--- src/fgbu_pkg.sv ---
package fgbu_pkg;

  localparam int MAX_GLYPH         = 64;
  localparam int MAX_CELLS_PER_ROW = 256;
  localparam int QUEUE_DEPTH       = 2;

  localparam int SIZE_W  = 7;
  localparam int CPR_W   = 9;
  localparam int CFG_IDX_W  = 3;
  localparam int CFG_DATA_W = 9;
  localparam int X_W     = 14;
  localparam int Y_W     = 16;

  localparam logic [CFG_IDX_W-1:0] REG_GLYPH_WIDTH   = 3'd0;
  localparam logic [CFG_IDX_W-1:0] REG_GLYPH_HEIGHT  = 3'd1;
  localparam logic [CFG_IDX_W-1:0] REG_CELL_WIDTH    = 3'd2;
  localparam logic [CFG_IDX_W-1:0] REG_CELL_HEIGHT   = 3'd3;
  localparam logic [CFG_IDX_W-1:0] REG_CELLS_PER_ROW = 3'd4;
  localparam logic [CFG_IDX_W-1:0] REG_ROTATED       = 3'd5;

  typedef struct packed {
    logic [SIZE_W-1:0] glyph_width;
    logic [SIZE_W-1:0] glyph_height;
    logic [SIZE_W-1:0] cell_width;
    logic [SIZE_W-1:0] cell_height;
    logic [CPR_W-1:0]  cells_per_row;
    logic              rotated;
  } cfg_t;

  typedef struct packed {
    logic [X_W-1:0] base_x;
    logic [Y_W-1:0] base_y;
    logic [5:0]     line;
    logic [5:0]     pstart;
    logic [2:0]     last;
    logic           rotated;
    logic [7:0]     data;
  } desc_t;

  function automatic logic [SIZE_W-1:0] clamp_size(input logic [SIZE_W-1:0] v);
    logic [SIZE_W-1:0] r;
    if (v == '0) begin
      r = SIZE_W'(1);
    end else if (v > SIZE_W'(MAX_GLYPH)) begin
      r = SIZE_W'(MAX_GLYPH);
    end else begin
      r = v;
    end
    return r;
  endfunction

  function automatic logic [CPR_W-1:0] clamp_cpr(input logic [CPR_W-1:0] v);
    logic [CPR_W-1:0] r;
    if (v == '0) begin
      r = CPR_W'(1);
    end else if (v > CPR_W'(MAX_CELLS_PER_ROW)) begin
      r = CPR_W'(MAX_CELLS_PER_ROW);
    end else begin
      r = v;
    end
    return r;
  endfunction

  function automatic logic [3:0] bytes_for(input logic [SIZE_W-1:0] v);
    logic [SIZE_W:0] s;
    s = {1'b0, v} + (SIZE_W+1)'(7);
    return 4'(s >> 3);
  endfunction

endpackage

--- src/fgbu_front.sv ---
module fgbu_front
  import fgbu_pkg::*;
(
  input  logic       clk,
  input  logic       rst,
  input  cfg_t       cfg,
  input  logic       accept,
  input  logic [7:0] font_byte,
  output logic       push,
  output desc_t      desc
);

  logic [2:0] byte_in_line;
  logic [5:0] line_in_glyph;
  logic [7:0] cell_column;
  logic [9:0] cell_row;

  logic [SIZE_W-1:0] gw, gh, cw, chh, cropw, croph, lines, line_lim, pix_lim;
  logic [CPR_W-1:0]  cpr;
  logic [3:0]        bpl;
  logic [5:0]        pstart;
  logic [SIZE_W-1:0] diff;
  logic              emit;
  logic [14:0]       prod_x;
  logic [16:0]       prod_y;
  logic [3:0]        bil_inc;
  logic [6:0]        lig_inc;
  logic [8:0]        cc_inc;

  always_comb begin
    gw    = clamp_size(cfg.glyph_width);
    gh    = clamp_size(cfg.glyph_height);
    cw    = clamp_size(cfg.cell_width);
    chh   = clamp_size(cfg.cell_height);
    cpr   = clamp_cpr(cfg.cells_per_row);
    cropw = (gw < cw) ? gw : cw;
    croph = (gh < chh) ? gh : chh;
    if (cfg.rotated) begin
      lines    = gw;
      bpl      = bytes_for(gh);
      line_lim = cropw;
      pix_lim  = croph;
    end else begin
      lines    = gh;
      bpl      = bytes_for(gw);
      line_lim = croph;
      pix_lim  = cropw;
    end
    pstart = {byte_in_line, 3'b000};
    diff   = pix_lim - {1'b0, pstart};
    emit   = ({1'b0, line_in_glyph} < line_lim) && (pix_lim > {1'b0, pstart});
    prod_x = 15'(cw) * 15'(cell_column);
    prod_y = 17'(chh) * 17'(cell_row);
    bil_inc = {1'b0, byte_in_line} + 4'd1;
    lig_inc = {1'b0, line_in_glyph} + 7'd1;
    cc_inc  = {1'b0, cell_column} + 9'd1;

    push         = accept && emit;
    desc.base_x  = prod_x[X_W-1:0];
    desc.base_y  = prod_y[Y_W-1:0];
    desc.line    = line_in_glyph;
    desc.pstart  = pstart;
    desc.last    = (diff > SIZE_W'(8)) ? 3'd7 : 3'(diff - SIZE_W'(1));
    desc.rotated = cfg.rotated;
    desc.data    = font_byte;
  end

  always_ff @(posedge clk) begin
    if (rst) begin
      byte_in_line  <= '0;
      line_in_glyph <= '0;
      cell_column   <= '0;
      cell_row      <= '0;
    end else if (accept) begin
      if (bil_inc >= bpl) begin
        byte_in_line <= '0;
        if (lig_inc >= lines) begin
          line_in_glyph <= '0;
          if (cc_inc >= cpr) begin
            cell_column <= '0;
            cell_row    <= cell_row + 10'd1;
          end else begin
            cell_column <= cc_inc[7:0];
          end
        end else begin
          line_in_glyph <= lig_inc[5:0];
        end
      end else begin
        byte_in_line <= bil_inc[2:0];
      end
    end
  end

endmodule

--- src/fgbu_queue.sv ---
module fgbu_queue
  import fgbu_pkg::*;
(
  input  logic  clk,
  input  logic  rst,
  input  logic  push,
  input  desc_t wr_data,
  input  logic  pop,
  output logic  full,
  output logic  nonempty,
  output desc_t rd_data
);

  localparam int AW = $clog2(QUEUE_DEPTH);

  desc_t         mem [QUEUE_DEPTH];
  logic [AW-1:0] wr_ptr, rd_ptr;
  logic [AW:0]   count;

  assign full     = (count == (AW+1)'(QUEUE_DEPTH));
  assign nonempty = (count != '0);
  assign rd_data  = mem[rd_ptr];

  always_ff @(posedge clk) begin
    if (rst) begin
      wr_ptr <= '0;
      rd_ptr <= '0;
      count  <= '0;
    end else begin
      if (push) begin
        wr_ptr <= (wr_ptr == AW'(QUEUE_DEPTH-1)) ? '0 : wr_ptr + AW'(1);
      end
      if (pop) begin
        rd_ptr <= (rd_ptr == AW'(QUEUE_DEPTH-1)) ? '0 : rd_ptr + AW'(1);
      end
      if (push && !pop) begin
        count <= count + (AW+1)'(1);
      end else if (pop && !push) begin
        count <= count - (AW+1)'(1);
      end
    end
  end

  always_ff @(posedge clk) begin
    if (push) begin
      mem[wr_ptr] <= wr_data;
    end
  end

endmodule

--- src/fgbu_back.sv ---
module fgbu_back
  import fgbu_pkg::*;
(
  input  logic           clk,
  input  logic           rst,
  input  logic           q_valid,
  input  desc_t          q_data,
  output logic           q_pop,
  output logic           pixel_valid,
  input  logic           pixel_stall,
  output logic [X_W-1:0] pixel_x,
  output logic [Y_W-1:0] pixel_y,
  output logic           ink,
  output logic           run_end
);

  desc_t      cur;
  logic       cur_valid;
  logic [2:0] k;
  logic       out_free, cur_last;
  logic [5:0] p, off_x, off_y;

  always_comb begin
    out_free = !pixel_valid || !pixel_stall;
    cur_last = (k == cur.last);
    q_pop    = q_valid && (!cur_valid || (out_free && cur_last));
    p        = cur.pstart + 6'(k);
    off_x    = cur.rotated ? cur.line : p;
    off_y    = cur.rotated ? p : cur.line;
  end

  always_ff @(posedge clk) begin
    if (rst) begin
      pixel_valid <= 1'b0;
      cur_valid   <= 1'b0;
      k           <= '0;
    end else begin
      if (out_free) begin
        pixel_valid <= cur_valid;
      end
      if (q_pop) begin
        k <= '0;
      end else if (out_free && cur_valid) begin
        k <= cur_last ? 3'd0 : k + 3'd1;
      end
      if (q_pop) begin
        cur_valid <= 1'b1;
      end else if (out_free && cur_valid && cur_last) begin
        cur_valid <= 1'b0;
      end
    end
  end

  always_ff @(posedge clk) begin
    if (q_pop) begin
      cur <= q_data;
    end
    if (out_free && cur_valid) begin
      pixel_x <= cur.base_x + X_W'(off_x);
      pixel_y <= cur.base_y + Y_W'(off_y);
      ink     <= cur.data[3'd7 - k];
      run_end <= cur_last;
    end
  end

endmodule

--- src/font_glyph_bitmap_unpacker.sv ---
// Expands 1-bit-per-pixel font bytes into pixel requests (x, y, ink) for a
// grid of character cells. A font byte is accepted while the queue is not
// full; the bytes that land in the visible part of a glyph are queued (two
// entries) and expanded at one pixel per cycle through a single output
// register, so a byte yields its visible pixels, up to 8, and bytes with no
// visible pixel are not queued. Sustained rate is one pixel per clock while
// the output is not stalled. run_end marks the last pixel of a byte.
// Configuration registers must be written by the user through cfg_* only
// while idle; the block does not enforce this. cfg_ready is always high.
module font_glyph_bitmap_unpacker
  import fgbu_pkg::*;
(
  input  logic                  clk,
  input  logic                  rst,
  input  logic                  cfg_valid,
  output logic                  cfg_ready,
  input  logic [CFG_IDX_W-1:0]  cfg_index,
  input  logic [CFG_DATA_W-1:0] cfg_data,
  input  logic                  font_valid,
  output logic                  font_stall,
  input  logic [7:0]            font_byte,
  output logic                  pixel_valid,
  input  logic                  pixel_stall,
  output logic [X_W-1:0]        pixel_x,
  output logic [Y_W-1:0]        pixel_y,
  output logic                  ink,
  output logic                  run_end
);

  cfg_t  cfg;
  desc_t f_desc, q_desc;
  logic  accept, push, pop, q_full, q_valid;

  assign cfg_ready  = 1'b1;
  assign font_stall = q_full;
  assign accept     = font_valid && !font_stall;

  always_ff @(posedge clk) begin
    if (rst) begin
      cfg.glyph_width   <= SIZE_W'(8);
      cfg.glyph_height  <= SIZE_W'(8);
      cfg.cell_width    <= SIZE_W'(8);
      cfg.cell_height   <= SIZE_W'(8);
      cfg.cells_per_row <= CPR_W'(16);
      cfg.rotated       <= 1'b0;
    end else if (cfg_valid && cfg_ready) begin
      unique case (cfg_index)
        REG_GLYPH_WIDTH:   cfg.glyph_width   <= cfg_data[SIZE_W-1:0];
        REG_GLYPH_HEIGHT:  cfg.glyph_height  <= cfg_data[SIZE_W-1:0];
        REG_CELL_WIDTH:    cfg.cell_width    <= cfg_data[SIZE_W-1:0];
        REG_CELL_HEIGHT:   cfg.cell_height   <= cfg_data[SIZE_W-1:0];
        REG_CELLS_PER_ROW: cfg.cells_per_row <= cfg_data[CPR_W-1:0];
        REG_ROTATED:       cfg.rotated       <= cfg_data[0];
        default: begin
        end
      endcase
    end
  end

  fgbu_front u_front (
    .clk       (clk),
    .rst       (rst),
    .cfg       (cfg),
    .accept    (accept),
    .font_byte (font_byte),
    .push      (push),
    .desc      (f_desc)
  );

  fgbu_queue u_queue (
    .clk      (clk),
    .rst      (rst),
    .push     (push),
    .wr_data  (f_desc),
    .pop      (pop),
    .full     (q_full),
    .nonempty (q_valid),
    .rd_data  (q_desc)
  );

  fgbu_back u_back (
    .clk         (clk),
    .rst         (rst),
    .q_valid     (q_valid),
    .q_data      (q_desc),
    .q_pop       (pop),
    .pixel_valid (pixel_valid),
    .pixel_stall (pixel_stall),
    .pixel_x     (pixel_x),
    .pixel_y     (pixel_y),
    .ink         (ink),
    .run_end     (run_end)
  );

endmodule

--- config.mk ---
export PLATFORM = sky130hd
export DESIGN_NAME = font_glyph_bitmap_unpacker
export DESIGN_NICKNAME = d
export VERILOG_FILES = /design/src/fgbu_pkg.sv /design/src/fgbu_front.sv /design/src/fgbu_queue.sv /design/src/fgbu_back.sv /design/src/font_glyph_bitmap_unpacker.sv
export SDC_FILE = /design/constraint.sdc
export NUM_CORES = 1
export LEC_CHECK = 0
export ABC_AREA = 0
export BUFFER_PORTS_ARGS = -buffer_cell sky130_fd_sc_hd__buf_2
export CORE_MARGIN = 2
export CORE_UTILIZATION = 25
export CTS_BUF_LIST = sky130_fd_sc_hd__clkbuf_16
export DETAILED_ROUTE_END_ITERATION = 10
export PLACE_DENSITY = 0.37
export SETUP_SLACK_MARGIN = 0.3
export SLEW_MARGIN = 20
export SYNTH_ARGS = -nofsm -noshare
export SYNTH_HDL_FRONTEND = slang
export SYNTH_SLANG_ARGS = --single-unit
--- constraint.sdc ---
create_clock -name clk -period 7.7 [get_ports clk]
set_input_delay 1.925 -clock clk [delete_from_list [all_inputs] [get_ports clk]]
set_output_delay 1.925 -clock clk [all_outputs]
set_load 0.005 [all_outputs]
==> Yosys cells after proc, flatten, opt, wreduce, memory -nomap -nowiden <==
Memories as Yosys holds them, arrays and structs flattened. A register that Yosys moved wholly into a read port is not among the register bits.
Cells that the tools add are included.
{ "op_classes": {"n_addsub": 17, "mul": 2, "order_cmp": 14, "eq_ne": 7, "mux": 33, "reduce_logical": 36} }
{ "op_table": {"columns": ["operator", "count"], "rows": [
  ["7-bit two-way mux", 13],
  ["7-bit > comparator (second input constant)", 4],
  ["7-bit logical NOT", 4],
  ["6-bit two-way mux", 3],
  ["9-bit two-way mux", 2],
  ["16-bit by 6-bit adder with 16-bit output", 1],
  ["7-bit by 10-bit multiplier with 16-bit output", 1],
  ["14-bit by 6-bit adder with 14-bit output", 1],
  ["7-bit by 3-bit adder with 7-bit output (second input constant)", 2],
  ["7-bit less-than comparator", 2],
  ["7-bit by 8-bit multiplier with 14-bit output", 1],
  ["2-bit AND reduction", 7],
  ["10-bit by 1-bit adder with 10-bit output (second input constant)", 1],
  ["8-bit by 1-bit adder with 9-bit output (second input constant)", 1],
  ["9-bit greater-or-equal comparator", 1],
  ["9-bit > comparator (second input constant)", 1],
  ["1-bit logical AND", 9],
  ["9-bit logical NOT", 1],
  ["3-bit two-way mux", 3],
  ["8-bit two-way mux", 1],
  ["6-bit by 1-bit adder with 7-bit output (second input constant)", 1],
  ["7-bit greater-or-equal comparator", 1],
  ["7-bit by 4-bit > comparator with 1-bit output (second input constant)", 1],
  ["7-bit by 6-bit > comparator with 1-bit output", 1],
  ["other kinds (28)", 46]
]} }
{ "totals": {"ff_bits": 112, "mem_bits_rw": 102, "inputBits": 25, "elab_cells": 131, "memories": 1} }
{ "memory_table": {"columns": ["name", "words", "word_bits", "read_ports", "rd_ports_with_merged_regs", "write_ports", "line", "text"], "rows": [
  ["u_queue.mem", 2, 51, 1, 1, 1, "fgbu_queue.sv:16", "desc_t mem [QUEUE_DEPTH];"]
]} }

==> Logic depth before layout (Yosys ltp) <==
Gate-level depths: netlist of run 1.
{ "depth": {"depth_word": 13, "ltp_mapped": 26, "mapped_depth_nobuf": 25} }

==> By module <==
A second synthesis of run 1 with hierarchy kept.
{ "hier_totals": {"cells_unflattened": 1518, "area_unflattened_um2": 17160.2} }
{ "modules_own_cells": {"columns": ["module", "instances", "cells_each", "area_each_um2", "seq_area_each_um2"], "rows": [
  ["fgbu_front", 1, 893, 7267.0, 540.5],
  ["fgbu_back", 1, 287, 4174.0, 2682.6],
  ["fgbu_queue", 1, 190, 4122.7, 3343.2],
  ["font_glyph_bitmap_unpacker", 1, 148, 1596.5, 760.7]
]} }

==> Worst setup path after synthesis of run 1 <==
Ideal clock, no wire load.
{ "synth_path": {"path_type": "register -> register", "from": "register cfg[16] (netlist name)", "to": "memory u_queue.mem[0][0] (netlist bit), enable pin", "setup_ps": 460, "arrival_time_ps": 6165, "path_slack_ps": 1075, "path_stages_with_launch": 21, "path_buffers": 2, "synth_period_minus_slack_ps": 6625, "path_cell_list": "dfxtp_1 buf_4 nor2b_1 clkbuf_1 inv_1 ha_1 a21o_1 a221o_1 a21oi_2 o21ai_4 mux2_2 mux2i_1 ha_1 fa_1 nor2b_1 nor3_1 a211oi_1 or2b_1 a32oi_1 a211oi_2 nor2_1"} }
{ "synth_between": {"elab_chain_cells": 11, "elab_cells_between_ends": 14, "cone_classes": "4 x order compare; 7 x mux; 3 x reduce/logical"} }
{ "synth_lines": {"columns": ["element", "line", "text"], "rows": [
  ["7-bit > comparator", "fgbu_pkg.sv:44", "end else if (v > SIZE_W'(MAX_GLYPH)) begin"],
  ["7-bit two-way mux", "fgbu_pkg.sv:44", null],
  ["7-bit two-way mux (*)", "fgbu_pkg.sv:42", "if (v == '0) begin"],
  ["7-bit less-than comparator", "fgbu_front.sv:37", "croph = (gh < chh) ? gh : chh;"],
  ["7-bit two-way mux (*)", "fgbu_front.sv:37", null],
  ["7-bit two-way mux", "fgbu_front.sv:38", "if (cfg.rotated) begin"],
  ["6-bit by 7-bit less-than comparator with 1-bit output or 7-bit by 6-bit > comparator with 1-bit output (tied branches)", "fgbu_front.sv:51", "emit = ({1'b0, line_in_glyph} < line_lim) && (pix_lim > {1'b0, pstart});"],
  ["1-bit logical AND (*)", "fgbu_front.sv:51", null],
  ["1-bit logical AND (*)", "fgbu_front.sv:58", "push = accept && emit;"],
  ["1-bit two-way mux (*)", "fgbu_queue.sv:45", "if (push) begin"],
  ["1-bit two-way mux (implied by the code) (*)", "fgbu_queue.sv:46", "mem[wr_ptr] <= wr_data;"],
  ["end, declared", "fgbu_queue.sv:16", null]
]} }
Mark *: on every way between the ends. The rest lies on a longest branch, timed or not.

==> Final worst setup path of run 1 <==
{ "layout_path": {"from": "register cfg[16] (netlist name)", "to": "memory u_queue.mem[1][35] (netlist bit), enable pin"} }
{ "layout_between": {"elab_chain_cells": 11, "elab_cells_between_ends": 14, "cone_classes": "4 x order compare; 7 x mux; 3 x reduce/logical"} }
{ "layout_lines": {"columns": ["element", "line", "text"], "rows": [
  ["7-bit > comparator", "fgbu_pkg.sv:44", null],
  ["7-bit two-way mux", "fgbu_pkg.sv:44", null],
  ["7-bit two-way mux (*)", "fgbu_pkg.sv:42", null],
  ["7-bit less-than comparator", "fgbu_front.sv:37", null],
  ["7-bit two-way mux (*)", "fgbu_front.sv:37", null],
  ["7-bit two-way mux", "fgbu_front.sv:38", null],
  ["6-bit by 7-bit less-than comparator with 1-bit output or 7-bit by 6-bit > comparator with 1-bit output (tied branches)", "fgbu_front.sv:51", null],
  ["1-bit logical AND (*)", "fgbu_front.sv:51", null],
  ["1-bit logical AND (*)", "fgbu_front.sv:58", null],
  ["net push", "font_glyph_bitmap_unpacker.sv:32", "logic accept, push, pop, q_full, q_valid;"],
  ["1-bit two-way mux (*)", "fgbu_queue.sv:45", null],
  ["1-bit two-way mux (implied by the code) (*)", "fgbu_queue.sv:46", null]
]} }
Mark *: on every way through the listed nets, which the timed path passes. The rest lies on a longest branch.

==> results.py, run 1 <==
metrics = {
    "grt": {
        "grt.total_usage": 0.116,
        "overflow": 0,
        "grtUsageMet3": 0.0204,
        "met1_usage": 0.164,
        "met2_usage": 0.182,
        "grt_max_degree": 73,
        "top_usage_layer": "met2",
        "grt_pass1_wl_mm": 60.3,
        "antenna_found_initial": 0,
        "grt_pass1_vias": 10600,
    },
    "worst_setup_path": {
        "endpoint": "u_queue.mem[1][35]",
        "crit_fanout": 21,
        "critPathMaxStageDelay_ns": 0.82,
        "crit_type": "reg2reg",
        "end_kind": "flop",
        "rr_worst_depth": 20,
        "crit_start": "cfg[16]",
        "arrival_ns": 6.45,
        "rr_endpoint": "u_queue.mem[1][35]",
        "crit_chain": "nor2b_1 > inv_1 > ha_1 > and3_1 > a221o_1 > a21oi_2 > o21ai_4 > mux2_2 > mux2i_1 > ha_1 > fa_1 > nor2b_1 > nor3_1 > a211oi_1 > or2b_1 > a32oi_1 > a211oi_2 > inv_1 > and2_2 > buf_4",
        "required_ns": 7.90,
        "rr_startpoint": "cfg[16]",
        "critPathLaunchType": "flop",
        "r2r_slack_ns": 1.45,
        "cpMaxStageDelayCell": "nor2b_1",
    },
    "sta": {
        "setup_ws_ns": 1.45,
        "hold_viol_final": 0,
        "finalSetupViolCount": 0,
        "rsz0062_at_grt": "no",
        "tightestPinTransition_ns": 1.08,
        "tns_ns": 0,
        "fin_crit_sh": 0.811,
        "drv_slew": 0,
        "post-route-min-period_ns": 6.25,
        "max_freq_ghz": 0.160,
        "slew-limit-headroom": 0.281,
        "fin_skew_ns": 0.0246,
    },
    "power": {
        "clock_power_share": 0.314,
        "ir_worst_vdd_mv": 0.130,
        "swShare": 0.298,
        "pwr-share-seq": 0.458,
        "comb_power_share": 0.229,
        "total_leakage_power_uw": 0.00766,
        "switchingPower_uw": 1380,
        "power.density_mw_per_mm2": 252,
        "p_int_uw": 3240,
    },
    "floorplanning": {
        "start_util": 0.252,
        "pin_count": 60,
        "rows": 93,
        "die_h_um": 258,
        "core_sq_mm": 0.0641,
        "die_width_um": 258,
        "fp.dieArea_sq_mm": 0.0666,
    },
    "placed_design": {
        "placed_cells": 2335,
        "port_buffers": 58,
        "gp_congestion": 0.756,
        "place_worst_setup_slack_ns": 1.36,
        "hpwl_mm": 28.3,
    },
    "finish": {
        "instances_no_fill": 2393,
        "final_util": 0.286,
        "syn_to_final_growth_pct": 13.8,
        "fin_nets": 1732,
        "drive_above_1_share": 0.133,
        "n_antenna_cell": 0,
    },
    "synthesis": {
        "synth_area_leader_cell": "edfxtp_1",
        "syn_inst": 1471,
        "ys_top_cells_by_count": "edfxtp_1, nand2_1, inv_1, ha_1, and2_1",
        "yosys_warnings": 0,
        "yosysMostFrequentCell": "edfxtp_1",
        "synthFlopType": "edfxtp_1",
        "synth_edf_count": 185,
        "synthTopCellsByArea": "edfxtp_1, ha_1, dfxtp_1",
        "synth_top_area_frac": 0.344,
        "netlist_area_sq_mm": 0.0161,
        "syn-num-nets": 1687,
        "synth-seq-area-share": 0.436,
        "ys_types": 71,
        "ys_seq_elements": 259,
        "async_flop_share": 0,
        "synth.avg_cell_area_sq_um": 11.0,
    },
    "clocking": {
        "cts_root_buffer": "clkbuf_16",
        "cts_made_buffers": 34,
        "cts_tree": "done",
        "cts_hold_buf": 0,
        "cts.sinks": 259,
        "htree_num_levels": 2,
        "clkLatencyLatePin_ns": 0.54,
        "cts_setup_buffers": 0,
        "clk_pin_slew_ns": 0.06,
        "cts.path.max_buffers": 3,
        "post_cts_resized": 0,
    },
    "route": {
        "post_drt_wl_per_cell_um": 16.0,
        "vias_per_cell": 4.36,
        "vias": 10400,
        "drc": 0,
        "ant_nets": 0,
        "drt_iter0_drc": 494,
        "first_pass_iters": 5,
        "routed_wl_mm": 38.3,
    },
    "min_path": {
        "hold_path.class": "reg2reg",
    },
    "outcome": {
        "status": "completed",
    },
    "job": {
        "max_cap_violations": 0,
    },
}
## metrics by stage
step	area, sq um	total power (uW)	hold WS (ns)
finish	18400	4620	0.468
global placement	17300	3240	0.450
global route	18400	4920	0.501
CTS	18400	4740	0.466
detailed placement	17300	3250	0.458
floorplan	16100	2870	0.436
## worst max-delay path: cells and delay by family (launching register included)
| family | cells | cell delay, ns |
|---|---|---|
| AND/OR/NAND/NOR | 6 | 2.13 |
| AO/OA/AOI/OAI | 6 | 1.37 |
| adder cells (fa/ha/maj) | 3 | 0.95 |
| buffers and inverters | 3 | 0.60 |
| flip-flops | 1 | 0.48 |
| multiplexers | 2 | 0.35 |
## worst min-delay path by stage
stage | startpoint | endpoint | slack [ns] | cells after the start
after global placement | cfg[1] | cfg[1] | 0.45 | 2
after floorplan | cfg[1] | cfg[1] | 0.44 | 2
after global routing | cfg[1] | cfg[1] | 0.50 | 2
final | cfg[1] | cfg[1] | 0.47 | 2
after CTS | cfg[1] | cfg[1] | 0.47 | 2
after detailed placement | cfg[1] | cfg[1] | 0.46 | 2
## registers in the layout (all words and copies together), names as in the netlist
name,flops
u_front.cell_row,10
u_queue.mem,102
u_back.k,3
u_back.pixel_y,16
cfg,38
u_queue.rd_ptr,1
u_queue.count,2
u_back.run_end,1
u_back.cur,51
u_back.cur_valid,1
u_front.byte_in_line,3
u_front.cell_column,8
u_back.pixel_x,14
u_front.line_in_glyph,6
u_queue.wr_ptr,1
u_back.pixel_valid,1
u_back.ink,1
## logic make-up after synthesis
family	count (synthesis)	share of synthesized area
other	1	0.000233
buffers and inverters	189	0.0449
muxes	100	0.0693
and+or+nand+nor	447	0.139
AOI/OAI and AO/OA	200	0.0841
xor gates and xnor gates	84	0.0456
DFF	259	0.436
adders and majority gates	191	0.180
## final cells by class
class	instances	area, sq um
inverter	130	488
multi-input combinational	1023	8390
clock buffer	34	851
tap	855	1070
clock inverter	24	154
timing repair buffer	68	365
fill	6664	45800
sequential	259	7040
## layout by cell type, fill, tap and decap left out, types with 30 or more instances in the layout
master,netlist,layout
inv_1,128,136
edfxtp_1,185,185
ha_1,122,122
mux2i_1,30,30
xor2_1,35,35
fa_1,69,69
xnor2_1,49,49
mux2_2,66,66
a21oi_1,83,82
buf_2,3,58
nand3_1,30,30
nor2_1,67,66
nand2_1,139,139
clkbuf_16,0,34
dfxtp_1,74,73
and2_1,92,91
## per-layer routing
layer  vias up  routed length [um]
met4         0                 752
met3        45                1210
li1       5186                   -
met2       122               17100
met1      5088               19300
met5         -                   0
## power by group through the flow
stage	combinational [uW]	sequential [uW]	clock (uW)
floorplan	808	2060	0
global placement	1090	2150	0
detailed placement	1090	2150	0
CTS	1100	2130	1520
finish	1060	2110	1450
global route	1200	2150	1570
(Power assumes the default switching activity.)
==> run 2, diff against run 1 <==
==> constraint.sdc (replaced) <==
create_clock -name clk -period 6 [get_ports clk]
set_input_delay 1.5 -clock clk [delete_from_list [all_inputs] [get_ports clk]]
set_output_delay 1.5 -clock clk [all_outputs]
set_load 0.005 [all_outputs]
==> results.py, run 2 (same netlist as run 1, synthesis figures left out) <==
metrics = {
    "worst_setup_path": {
        "critPathTopFamily": "adder cells",
        "crit_top_cell": "fa_1",
        "arrival_ns": 5.54,
        "rr_endpoint": "u_queue.mem[1][35]",
        "crit_chain": "buf_4 > nor2b_1 > and2_1 > fa_1 > ha_1 > inv_1 > fa_1 > fa_1 > inv_1 > ha_1 > a21oi_1 > o21bai_1 > a21oi_1 > nor2b_1 > o21a_1 > o31a_1 > o41ai_1 > xnor2_1",
        "cpMaxStageDelayCell": "fa_1",
        "crit_fanout": 11,
        "crit_type": "reg2reg",
        "rr_startpoint": "cfg[16]",
        "rr_worst_depth": 18,
        "required_ns": 6.26,
        "end_kind": "flop",
        "cp_num_buf_inv": 3,
        "critPathLaunchType": "flop",
        "r2r_slack_ns": 0.72,
        "critPathMaxStageDelay_ns": 0.54,
    },
    "clocking": {
        "cts.sinks": 259,
        "cts_setup_buffers": 0,
        "cts_tree": "done",
        "htree_num_levels": 2,
        "cts_root_buffer": "clkbuf_16",
        "clk_pin_slew_ns": 0.05,
        "clkLatencyLatePin_ns": 0.54,
        "cts.path.max_buffers": 3,
        "cts_hold_buf": 0,
        "cts_made_buffers": 34,
    },
    "grt": {
        "grt.total_usage": 0.116,
        "grt_pass1_wl_mm": 61.4,
        "grt_max_degree": 73,
        "overflow": 0,
        "antenna_found_initial": 0,
        "grt_pass1_vias": 10900,
    },
    "min_path": {
        "min_to": "cfg[1]",
        "whs_path_depth": 2,
        "hold_path.class": "reg2reg",
        "hp-start": "cfg[1]",
    },
    "power": {
        "ir_worst_vdd_mv": 0.181,
        "total_leakage_power_uw": 0.00781,
        "power.density_mw_per_mm2": 326,
        "power.total_uw": 6070,
    },
    "finish": {
        "fin_nets": 1750,
        "drive_above_1_share": 0.145,
        "n_antenna_cell": 0,
        "fillCellCount": 6666,
        "regMostFlops": "u_queue.mem",
        "layout_common_cells": "edfxtp_1, inv_1, nand2_1, ha_1, and2_1",
        "stdcell_area_sq_mm": 0.0186,
        "final_util": 0.290,
        "top_regs": "u_queue.mem (102), u_back.cur (51), cfg (38)",
        "syn_to_final_growth_pct": 15.4,
        "layout_commonest_cell": "edfxtp_1",
        "largest_reg_flops": 102,
    },
    "sta": {
        "fin_skew_ns": 0.0165,
        "max_freq_ghz": 0.190,
        "slew-limit-headroom": 0.360,
        "tightestPinTransition_ns": 0.957,
        "finalSetupViolCount": 0,
        "worst_hold_slack_ns": 0.463,
        "post-route-min-period_ns": 5.28,
        "rsz0062_at_grt": "no",
        "fin_crit_sh": 0.879,
        "tns_ns": 0,
        "drv_slew": 0,
        "hold_viol_final": 0,
    },
    "placed_design": {
        "hpwl_mm": 28.7,
        "dpl_cell_area_sq_mm": 0.0175,
        "port_buffers": 58,
        "gp_congestion": 0.771,
    },
    "route": {
        "vias": 10400,
        "drt_iter0_drc": 402,
        "routed_wl_mm": 38.2,
        "ant_nets": 0,
        "post_drt_wl_per_cell_um": 15.8,
        "first_pass_iters": 7,
        "drc": 0,
        "vias_per_cell": 4.32,
    },
    "job": {
        "max_cap_violations": 0,
    },
    "outcome": {
        "status": "completed",
    },
    "floorplanning": {
        "die_width_um": 258,
        "die_h_um": 258,
        "fp.dieArea_sq_mm": 0.0666,
        "start_util": 0.252,
        "core_sq_mm": 0.0641,
        "pin_count": 60,
        "rows": 93,
    },
}
[run 2: cell count changes in the layout (fill, tap and decap cells not counted)]
cell	previous run	this run
bufinv_16	1	3
inv_16	0	2
buf_4	10	26
buf_12	0	2
clkinv_2	2	1
dfxtp_4	1	0
dfxtp_1	73	72
inv_6	2	1
nor2b_2	0	2
inv_1	136	139
dfxtp_2	0	2
clkinv_4	1	0
clkinv_1	8	7
nor2b_1	25	23
[run 2: power breakdown]
part,switching (uW),leakage (uW),internal [uW],total [uW]
registers,171,0.00239,2470,2640
logic,811,0.00486,639,1450
clock network,808,0.000565,1170,1980
total,1790,0.00781,4280,6070
[run 2: worst max path at each step]
stage | from | end | slack (ns) | depth (start not counted)
after CTS | cfg[16] | u_queue.mem[1][42] | 0.56 | 19
final | cfg[16] | u_queue.mem[1][35] | 0.72 | 18
after global placement | cfg[16] | u_queue.mem[1][35] | 0.65 | 20
after global routing | cfg[16] | u_queue.mem[0][35] | 0.31 | 18
after detailed placement | cfg[16] | u_queue.mem[1][34] | 0.56 | 19
after floorplan | pixel_stall | u_queue.count[1] | 0.52 | 7
[run 2: per-stage QoR]
step / worst slack (ns) / instances
2_1_floorplan: 0.524 / 1471
3_3_place_gp: 0.649 / 2353
3_5_place_dp: 0.555 / 2353
4_1_cts: 0.560 / 2414
5_1_grt: 0.307 / 2414
6_report: 0.723 / 2414
[run 2: metal layers]
| metal | up-vias | wire length [um] | global-route usage |
|---|---|---|---|
| met5 | - | 0 | 0 |
| met4 | 0 | 813 | 0.0332 |
| met3 | 49 | 1110 | 0.0167 |
| met2 | 119 | 17600 | 0.189 |
| met1 | 5034 | 18600 | 0.161 |
| li1 | 5216 | - | - |
[run 2: final cells by class]
type                            count  area [sq um]  share of cell area
Clock inverter                     27           239              0.0128
Sequential cell                   259          7040               0.378
Timing Repair Buffer               86           526              0.0282
Multi-Input combinational cell   1023          8390               0.451
Inverter                          130           488              0.0262
Tap cell                          855          1070              0.0575
Clock buffer                       34           851              0.0457
[run 2: worst register-to-register path, delay by kind of cell, from the launching register on]
kind                       cells  cell delay (ns)
and+or+nand+nor                3             0.75
AOI/OAI and AO/OA              6             1.31
xor gates and xnor gates       1             0.18
DFF                            1             0.39
adders and majority gates      5             2.07
buffers and inverters          3             0.30
[run 2: repair_timing]
item                                    in CTS  in global routing
gates resized for setup                      0                  3
hold endpoints to repair                     0                  0
endpoints found under the setup margin       0                 91
==> run 3, diff against run 2 <==
--- a/config.mk
+++ b/config.mk
@@ -11,7 +11,7 @@
 export CORE_UTILIZATION = 25
 export CTS_BUF_LIST = sky130_fd_sc_hd__clkbuf_16
 export DETAILED_ROUTE_END_ITERATION = 10
-export PLACE_DENSITY = 0.37
+export PLACE_DENSITY = 0.43
 export SETUP_SLACK_MARGIN = 0.3
 export SLEW_MARGIN = 20
 export SYNTH_ARGS = -nofsm -noshare
==> constraint.sdc (replaced) <==
create_clock -name clk -period 6 [get_ports clk]
set_input_delay 0.3 -clock clk [delete_from_list [all_inputs] [get_ports clk]]
set_output_delay 0.3 -clock clk [all_outputs]
set_load 0.005 [all_outputs]
==> results.py, run 3 (same netlist as run 1, synthesis figures left out) <==
metrics = {
    "outcome": {
        "status": "completed",
    },
    "route": {
        "post_drt_wl_per_cell_um": 14.9,
        "routed_wl_mm": 36.1,
        "drt_iter0_drc": 410,
        "drc": 0,
        "first_pass_iters": 5,
        "vias_per_cell": 4.35,
        "ant_nets": 0,
        "vias": 10500,
    },
    "worst_setup_path": {
        "critPathTopFamily": "adder cells",
        "crit_type": "reg2reg",
        "r2r_slack_ns": 0.72,
        "cpMaxStageDelayCell": "dfxtp_1",
        "critPathMaxStageDelay_ns": 0.59,
        "rr_worst_depth": 20,
        "rr_startpoint": "cfg[16]",
        "crit_cells": 20,
        "arrival_ns": 5.58,
        "critPathLaunchType": "flop",
        "end_kind": "flop",
        "rr_endpoint": "u_queue.mem[1][35]",
        "crit_fanout": 13,
        "crit_top_cell": "inv_1",
        "crit_start": "cfg[16]",
        "required_ns": 6.30,
        "crit_chain": "buf_4 > nor2b_4 > and2_1 > fa_1 > inv_1 > fa_1 > inv_1 > fa_1 > inv_1 > fa_1 > inv_1 > ha_1 > inv_1 > o21bai_1 > a21oi_1 > nor2b_1 > o21a_1 > o31a_1 > o41ai_1 > xnor2_1",
        "cp_num_buf_inv": 6,
    },
    "sta": {
        "max_freq_ghz": 0.189,
        "hold_viol_final": 0,
        "tns_ns": 0,
        "drv_slew": 0,
        "finalSetupViolCount": 0,
        "post-route-min-period_ns": 5.28,
        "tightestPinTransition_ns": 0.891,
        "fin_skew_ns": 0.0133,
        "fin_crit_sh": 0.880,
        "rsz0062_at_grt": "no",
        "slew-limit-headroom": 0.404,
    },
    "clocking": {
        "cts.sinks": 259,
        "clk_pin_slew_ns": 0.06,
        "cts_root_buffer": "clkbuf_16",
        "cts.path.max_buffers": 3,
        "htree_num_levels": 1,
        "clkLatencyLatePin_ns": 0.58,
        "cts_tree": "done",
        "cts_made_buffers": 31,
    },
    "grt": {
        "grt_pass1_wl_mm": 57.6,
        "grt_max_degree": 73,
        "antenna_found_initial": 0,
        "grt.total_usage": 0.107,
        "grtUsageMet3": 0.0140,
        "top_usage_layer": "met2",
        "overflow": 0,
        "met2_usage": 0.182,
        "grt_pass1_vias": 10400,
        "met1_usage": 0.146,
    },
    "floorplanning": {
        "start_util": 0.252,
        "pin_count": 60,
        "rows": 93,
        "die_h_um": 258,
        "core_sq_mm": 0.0641,
        "fp.dieArea_sq_mm": 0.0666,
        "die_width_um": 258,
    },
    "finish": {
        "regMostFlops": "u_queue.mem",
        "drive_above_1_share": 0.144,
        "top_regs": "u_queue.mem (102), u_back.cur (51), cfg (38)",
        "fillCellCount": 6575,
        "layout_common_cells": "edfxtp_1, inv_1, nand2_1, ha_1, and2_1",
        "syn_to_final_growth_pct": 15.4,
        "n_antenna_cell": 0,
        "largest_reg_flops": 102,
        "fin_nets": 1752,
        "layout_commonest_cell": "edfxtp_1",
    },
    "job": {
        "max_cap_violations": 0,
    },
    "placed_design": {
        "port_buffers": 58,
        "hpwl_mm": 27.0,
        "gp_congestion": 0.788,
    },
    "power": {
        "ir_worst_vdd_mv": 0.212,
        "power.density_mw_per_mm2": 315,
        "total_leakage_power_uw": 0.00781,
        "power.total_uw": 5870,
    },
    "min_path": {
        "hold_path.class": "in2reg",
        "min_to": "cfg[31]",
        "hp-start": "cfg_data[0]",
        "whs_path_depth": 3,
    },
}
## run 3: cell type report
cell class              count  area (sq um)  share of cell area
clock buffers              32           801              0.0430
clock inverters            26           189              0.0102
inverters                 130           488              0.0262
multi-input cells        1023          8430               0.453
flip-flops and latches    259          7040               0.378
well taps                 855          1070              0.0575
repair buffers             91           593              0.0319
## run 3: worst min-delay path: stages
cell     delay, ns
buf_2         0.16
nand2_1       0.07
a21oi_1       0.05
## run 3: through the flow
stage / cell area (sq um) / cells / hold slack (ns) / worst slack (ns) / utilization
2_1_floorplan: 16100 / 1471 / 0.399 / 0.794 / -
3_3_place_gp: 17500 / 2346 / 0.458 / 0.568 / 0.272
3_5_place_dp: 17500 / 2346 / 0.466 / 0.401 / 0.272
4_1_cts: 18600 / 2416 / 0.0249 / 0.379 / 0.290
5_1_grt: 18600 / 2416 / 0.0420 / 0.336 / 0.290
6_report: 18600 / 2416 / 0.0520 / 0.722 / 0.290
## run 3: timing repair
item                       4_1_cts  5_1_grt
setup buffers                    0        0
gates resized for setup          0       14
hold buffers                    12        0
hold endpoints to repair        20        0
setup endpoints to repair        0      106
## run 3: power by group
part | leakage [uW] | internal (uW) | switching (uW)
Clock | 0.000534 | 1050 | 738
Combinational | 0.00489 | 642 | 802
Sequential | 0.00239 | 2470 | 168
Total | 0.00781 | 4160 | 1710
## run 3: worst max-delay path by stage
| stage | slack [ns] | endpoint |
|---|---|---|
| 6_report | 0.72 | u_queue.mem[1][35] |
| 5_1_grt | 0.34 | u_queue.count[1] |
| 4_1_cts | 0.38 | u_queue.mem[1][30] |
| 3_5_place_dp | 0.40 | u_queue.mem[1][33] |
| 3_3_place_gp | 0.57 | u_queue.mem[1][35] |
| 2_1_floorplan | 0.79 | u_queue.mem[1][0] |
## run 3: per-layer routing
layer / wire length [um] / vias up
met3: 1040 / 39
met2: 17100 / 131
met5: 0 / -
met1: 17200 / 5100
met4: 660 / 0
li1: - / 5228
